<file path="config.mk">
export PLATFORM = sky130hd
export DESIGN_NAME = modular_inverse_ext_euclid
export DESIGN_NICKNAME = d
export VERILOG_FILES = /design/src/hdl/mie_pkg.sv /design/src/hdl/modular_inverse_ext_euclid.sv /design/src/hdl/mie_ctrl.sv /design/src/hdl/mie_dpath.sv
export SDC_FILE = /design/constraint.sdc
export NUM_CORES = 1
export LEC_CHECK = 0
export BUFFER_PORTS_ARGS = -buffer_cell sky130_fd_sc_hd__buf_4
export CAP_MARGIN = 20
export CORE_MARGIN = 2
export CORE_UTILIZATION = 40
export CTS_BUF_LIST = sky130_fd_sc_hd__clkbuf_16
export DETAILED_ROUTE_END_ITERATION = 8
export PLACE_DENSITY_LB_ADDON = 0.15
export SYNTH_ARGS = -nofsm -noshare
export SYNTH_HDL_FRONTEND = slang
export SYNTH_SLANG_ARGS = --single-unit
export TNS_END_PERCENT = 30
</file>
<file path="constraint.sdc">
create_clock -name i_clk -period 13.4 [get_ports i_clk]
set_input_delay 2.68 -clock i_clk [delete_from_list [all_inputs] [get_ports i_clk]]
set_output_delay 2.68 -clock i_clk [all_outputs]
set_load 0.005 [all_outputs]
</file>
<file path="src/hdl/mie_pkg.sv">
// Shared types and constants for the modular inverse block.
// Used by mie_ctrl, mie_dpath and modular_inverse_ext_euclid; no dependencies.

package mie_pkg;

    localparam int DATA_W = 32;
    localparam int CNT_W  = $clog2(DATA_W);

    typedef enum logic [2:0] {
        ST_IDLE,
        ST_CHECK,
        ST_DIV,
        ST_UPDATE,
        ST_FINAL
    } t_state;

    // Commands from controller to datapath
    typedef struct packed {
        logic load;      // capture operands, set up Euclid state
        logic div_init;  // clear divider for a new quotient
        logic div_step;  // one restoring-division bit
        logic update;    // shift the remainder and coefficient sequences
        logic finish;    // normalize and present the result word
    } t_dp_cmd;

    // Status from datapath to controller
    typedef struct packed {
        logic rcur_zero; // current remainder is zero: Euclid loop done
        logic div_last;  // this division bit is the last one
    } t_dp_stat;

endpackage

</file>
<file path="src/hdl/modular_inverse_ext_euclid.sv">
// Top level of the modular inverse block (extended Euclidean algorithm).
// Instantiates mie_ctrl and mie_dpath; depends on mie_pkg.
// Usage:
//   Drive i_value and i_modulus and raise start. The word is taken at the
//   rising edge where start is high and busy is low; busy then stays high
//   until the result has been produced.
//   The result word (o_inverse, o_exists, o_divisor) appears for exactly one
//   cycle, marked by o_done. The receiver cannot stall: capture it then.
//   o_divisor is gcd(value, modulus). o_exists is 1 when the gcd is 1 and the
//   modulus is nonzero; o_inverse is then the inverse in 0..modulus-1, else 0.
// Sequence:
//   Each Euclid step is a check state, then DATA_W steps of the bit-serial
//   restoring divider (which also accumulates quotient times coefficient),
//   then one update state. The next word can be accepted in the cycle
//   o_done is high.
// Reset:
//   i_rst_n is synchronous, active low; it returns the sequencer to idle and
//   drops o_done. Any word in flight is lost.

module modular_inverse_ext_euclid
    import mie_pkg::*;
(
    input  logic              i_clk,
    input  logic              i_rst_n,
    input  logic              start,
    output logic              busy,
    input  logic [DATA_W-1:0] i_value,
    input  logic [DATA_W-1:0] i_modulus,
    output logic              o_done,
    output logic [DATA_W-1:0] o_inverse,
    output logic              o_exists,
    output logic [DATA_W-1:0] o_divisor
);

    t_dp_cmd  dp_cmd;
    t_dp_stat dp_stat;

    // Sequencer: check, divide bit by bit, update, repeat until remainder zero
    mie_ctrl u_ctrl (
        .i_clk   (i_clk),
        .i_rst_n (i_rst_n),
        .start   (start),
        .i_stat  (dp_stat),
        .busy    (busy),
        .o_cmd   (dp_cmd)
    );

    // Remainder and coefficient sequences, divider and result registers
    mie_dpath u_dpath (
        .i_clk     (i_clk),
        .i_rst_n   (i_rst_n),
        .i_cmd     (dp_cmd),
        .i_value   (i_value),
        .i_modulus (i_modulus),
        .o_stat    (dp_stat),
        .o_done    (o_done),
        .o_inverse (o_inverse),
        .o_exists  (o_exists),
        .o_divisor (o_divisor)
    );

endmodule

</file>
<file path="src/hdl/mie_ctrl.sv">
// Sequencer for the extended Euclid loop.
// Depends on mie_pkg; drives the command struct of mie_dpath.

module mie_ctrl
    import mie_pkg::*;
(
    input  logic     i_clk,
    input  logic     i_rst_n,
    input  logic     start,
    input  t_dp_stat i_stat,
    output logic     busy,
    output t_dp_cmd  o_cmd
);

    t_state r_state;
    t_state n_state;

    always_ff @(posedge i_clk) begin
        if (!i_rst_n) begin
            r_state <= ST_IDLE;
        end else begin
            r_state <= n_state;
        end
    end

    always_comb begin
        n_state = r_state;
        unique case (r_state)
            ST_IDLE: begin
                if (start) n_state = ST_CHECK;
            end
            ST_CHECK: begin
                if (i_stat.rcur_zero) n_state = ST_FINAL;
                else                  n_state = ST_DIV;
            end
            ST_DIV: begin
                if (i_stat.div_last) n_state = ST_UPDATE;
            end
            ST_UPDATE: n_state = ST_CHECK;
            ST_FINAL:  n_state = ST_IDLE;
            default:   n_state = ST_IDLE;
        endcase
    end

    always_comb begin
        o_cmd = '0;
        busy  = 1'b1;
        unique case (r_state)
            ST_IDLE: begin
                busy       = 1'b0;
                o_cmd.load = start;
            end
            ST_CHECK:  o_cmd.div_init = ~i_stat.rcur_zero;
            ST_DIV:    o_cmd.div_step = 1'b1;
            ST_UPDATE: o_cmd.update   = 1'b1;
            ST_FINAL:  o_cmd.finish   = 1'b1;
            default:   busy           = 1'b1;
        endcase
    end

endmodule

</file>
<file path="src/hdl/mie_dpath.sv">
// Datapath for the extended Euclid loop: remainder and coefficient registers,
// a bit-serial restoring divider with quotient-times-coefficient accumulate,
// and final normalization. Depends on mie_pkg.

module mie_dpath
    import mie_pkg::*;
(
    input  logic              i_clk,
    input  logic              i_rst_n,
    input  t_dp_cmd           i_cmd,
    input  logic [DATA_W-1:0] i_value,
    input  logic [DATA_W-1:0] i_modulus,
    output t_dp_stat          o_stat,
    output logic              o_done,
    output logic [DATA_W-1:0] o_inverse,
    output logic              o_exists,
    output logic [DATA_W-1:0] o_divisor
);

    logic [DATA_W-1:0] r_mod;
    logic [DATA_W-1:0] r_rprev, r_rcur;
    logic [DATA_W-1:0] r_uprev, r_ucur;
    logic              r_odd;
    logic [DATA_W-1:0] r_quo, r_rem, r_acc;
    logic [CNT_W-1:0]  r_cnt;
    logic              r_done;
    logic [DATA_W-1:0] r_inverse, r_divisor;
    logic              r_exists;

    logic [DATA_W:0]   shifted;
    logic              ge;
    logic [DATA_W:0]   diff;
    logic [DATA_W-1:0] n_rem, n_acc;
    logic [DATA_W-1:0] mag;
    logic              ex;
    logic [DATA_W-1:0] inv;

    // One restoring-division bit; accumulate q * u_cur MSB first
    always_comb begin
        shifted = {r_rem, r_quo[DATA_W-1]};
        ge      = shifted >= {1'b0, r_rcur};
        diff    = shifted - {1'b0, r_rcur};
        n_rem   = ge ? diff[DATA_W-1:0] : shifted[DATA_W-1:0];
        n_acc   = {r_acc[DATA_W-2:0], 1'b0} + (ge ? r_ucur : '0);
    end

    // u_prev never exceeds the modulus, so one compare-subtract reduces it
    always_comb begin
        mag = (r_uprev >= r_mod) ? (r_uprev - r_mod) : r_uprev;
        ex  = (r_mod != '0) && (r_rprev == DATA_W'(1));
        inv = '0;
        if (ex) begin
            if (r_odd && mag != '0) inv = r_mod - mag;
            else                    inv = mag;
        end
    end

    always_ff @(posedge i_clk) begin
        if (i_cmd.load) begin
            r_mod   <= i_modulus;
            r_rprev <= i_value;
            r_rcur  <= i_modulus;
            r_uprev <= DATA_W'(1);
            r_ucur  <= '0;
            r_odd   <= 1'b0;
        end
        if (i_cmd.div_init) begin
            r_quo <= r_rprev;
            r_rem <= '0;
            r_acc <= '0;
            r_cnt <= '0;
        end
        if (i_cmd.div_step) begin
            r_quo <= {r_quo[DATA_W-2:0], ge};
            r_rem <= n_rem;
            r_acc <= n_acc;
            r_cnt <= r_cnt + CNT_W'(1);
        end
        if (i_cmd.update) begin
            r_rprev <= r_rcur;
            r_rcur  <= r_rem;
            r_uprev <= r_ucur;
            r_ucur  <= r_uprev + r_acc;
            r_odd   <= ~r_odd;
        end
        if (i_cmd.finish) begin
            r_inverse <= inv;
            r_exists  <= ex;
            r_divisor <= r_rprev;
        end
    end

    always_ff @(posedge i_clk) begin
        if (!i_rst_n) begin
            r_done <= 1'b0;
        end else begin
            r_done <= i_cmd.finish;
        end
    end

    assign o_stat.rcur_zero = (r_rcur == '0);
    assign o_stat.div_last  = (r_cnt == CNT_W'(DATA_W - 1));
    assign o_done    = r_done;
    assign o_inverse = r_inverse;
    assign o_exists  = r_exists;
    assign o_divisor = r_divisor;

endmodule
</file>
==> out/metrics.yaml <==
synth-adder-area-share_pct: 9.29
rsz0062_at_grt: "no"
dpl_worst_slack_ns: 5.63
synth_area_um2: 21600
pin_count: 134
cts-buffers-inserted: 40
netlist_instances: 2201
routed_wl_um: 59600
synth-compound-area-share_pct: 14.7
grtUsageMet3_pct: 2.66
grtUsageMet2_pct: 33.2
grt_pass1_wl_um: 93600
cts_root_buffer: "clkbuf_16"
synth_xor_area_share_pct: 5.88
cts.clk_slew.worst_paths_ns: 0.06
ys_seq_area_share_pct: 45.8
hold_viol_final: 0
routedWlPerCell_um: 19.6
viasPerCell: 5.50
final_cell_mix: "edfxtp_1, nand2_1, nor2_1"
clockBufferDepth: 3
cts.sinks: 331
die_h_um: 236
synth_area_per_cell_um2: 9.82
rows: 85
antenna_found_initial: 0
final_cells: 3044
drive_gt1_share_pct: 11.5
grt_pass1_vias: 16200
gp_congestion: 0.894
peakVddDrop_mv: 0.0808
utilization_pct: 46.3
first_pass_iters: 5
yosysTopAreaCellShare_pct: 45.4
start_kind: "flip-flop"
synth_cell_types: 87
drv_cap: 0
synth_nets: 2413
drt_iter0_markers: 1146
ant_nets: 0
p_per_area_nw_per_um2: 139
yosys.area.top_type: "edfxtp_1"
worst_slack_ns: 5.65
leakage_nw: 10.3
nFillCells: 5102
grt-ovfl-total: 0
path_max_fanout: 16
final_max_slew_viol_count: 0
synthMuxAreaShare_pct: 2.14
tns_ns: 0
grt_use_met1_pct: 31.4
holdCritPathClass: "flip-flop to flip-flop"
critPathRequiredTime_ns: 13.69
core_um2: 53600
synth_area_leaders: "edfxtp_1, ha_1, nand2_1"
cp-end-kind: "flip-flop"
n_antenna_cell: 0
top_usage_layer: "met2"
yosysWarnings: 0
path_class: "flip-flop to flip-flop"
skew_ns: 0.0268
arrival_ns: 8.04
synth_top_family_by_area: "simple AND/OR/NAND/NOR gates"
dpl.cell_count: 2970
synth_top_flop_cell: "edfxtp_1"
grt_max_degree: 83
setup_viol: 0
die_x_um: 236
status: "finished, final reports clean"
cts_hold_buf: 0
fin_crit_sh_pct: 57.8
post-route-min-period_ns: 7.75
relSlewSlack_pct: 31.9
cp_common_cell: "o21ai_0"
grtUsageTotal_pct: 21.3
start_util_pct: 40.3
critPathMaxStageDelay_ns: 0.51
area_delta_synth_final_pct: 14.7
cts_tree: "built"
cts_resized: 0
clock.fmax_mhz: 129
worst_slew_pin_slew_ns: 1.02
clk_latency_ns: 0.59
slowest_stage: "o311ai_0"
ys_ff_latch: 331
synthSimpleGateAreaFrac_pct: 18.6
synth_edf_count: 327
cts_max_level: 2
cts_setup_buffers: 0
async_reset_ff_share_pct: 0
final_common_cell: "edfxtp_1"
vias: 16700
fin_nets: 2530
drc: 0
hpwl_um: 44500
fp.dieArea_um2: 55900
port_buffers: 133
worst max-delay path: cells and delay by family, from the launching register on:
kind,cells,cell delay [ns]
buffers and inverters,1,0.12
xor gates and xnor gates,1,0.16
adders and majority gates,3,0.85
AOI/OAI and AO/OA,24,5.39
and+or+nand+nor,4,0.47
DFF,1,0.46
cell usage after synthesis, types with 49 or more instances:
master	count
ha_1	140
clkbuf_1	60
edfxtp_1	327
nor2_1	202
and2_1	83
nand2_1	313
a21o_1	53
a21oi_1	97
nor3_1	57
xnor2_1	96
o21ai_0	110
xor2_1	49
inv_1	125
sequential cells by signal, indices dropped and copies added, names as in the netlist:
name	count
u_dpath.r_rprev	32
u_dpath.r_ucur	32
u_dpath.r_rcur	32
u_dpath.o_inverse	32
u_dpath.r_cnt	5
u_dpath.r_odd	1
u_dpath.r_quo	32
u_ctrl.r_state	3
u_dpath.o_exists	1
u_dpath.r_mod	32
u_dpath.r_uprev	32
u_dpath.r_rem	32
u_dpath.r_acc	32
u_dpath.o_divisor	32
u_dpath.o_done	1
worst paths after layout:
path / cells after the start / slack, ns / endpoint / from
setup / recovery: 33 / 5.65 / u_dpath.r_acc[27] / u_dpath.r_rcur[1]
hold / removal: 0 / 0.47 / u_dpath.o_divisor[9] / u_dpath.r_rprev[9]
setup reg to reg: 33 / 5.65 / u_dpath.r_acc[27] / u_dpath.r_rcur[1]
hold reg to reg: 0 / 0.47 / u_dpath.o_divisor[9] / u_dpath.r_rprev[9]
metrics by stage:
step	instance area, µm²	hold WS, ns	total power (W)
CTS	24800	0.479	0.00346
finish	24800	0.472	0.00343
detailed placement	23400	0.469	0.00229
floorplan	21600	0.441	0.00206
global placement	23400	0.471	0.00228
global route	24800	0.493	0.00362
cells by family after synthesis:
| logic type | count (synthesis) |
|---|---|
| xor gates and xnor gates | 145 |
| and+or+nand+nor | 855 |
| muxes | 45 |
| DFF | 331 |
| buffers and inverters | 202 |
| AOI/OAI and AO/OA | 463 |
| adders and majority gates | 160 |
layer usage:
| metal | part of all wire (%) | vias to the layer above |
|---|---|---|
| li1 | - | 8201 |
| met1 | 49 | 8091 |
| met2 | 44 | 374 |
| met3 | 4.4 | 72 |
| met4 | 2.3 | 0 |
| met5 | 0 | - |
area by class of cell:
| cell class | count | area [µm²] | share of cell area, % |
|---|---|---|---|
| timing repair buffer | 152 | 1150 | 4.65 |
| tap | 696 | 871 | 3.51 |
| inverter | 125 | 469 | 1.89 |
| multi-input combinational | 1668 | 11000 | 44.3 |
| clock buffer | 40 | 1000 | 4.04 |
| sequential | 331 | 9900 | 39.9 |
| clock inverter | 32 | 404 | 1.63 |
power breakdown:
group | internal (W) | switching (W)
combinational | 0.000397 | 0.000571
sequential | 0.00124 | 0.0000726
clock | 0.000689 | 0.000465
total | 0.00233 | 0.00111
No activity file was read; power rests on OpenSTA's default activity.
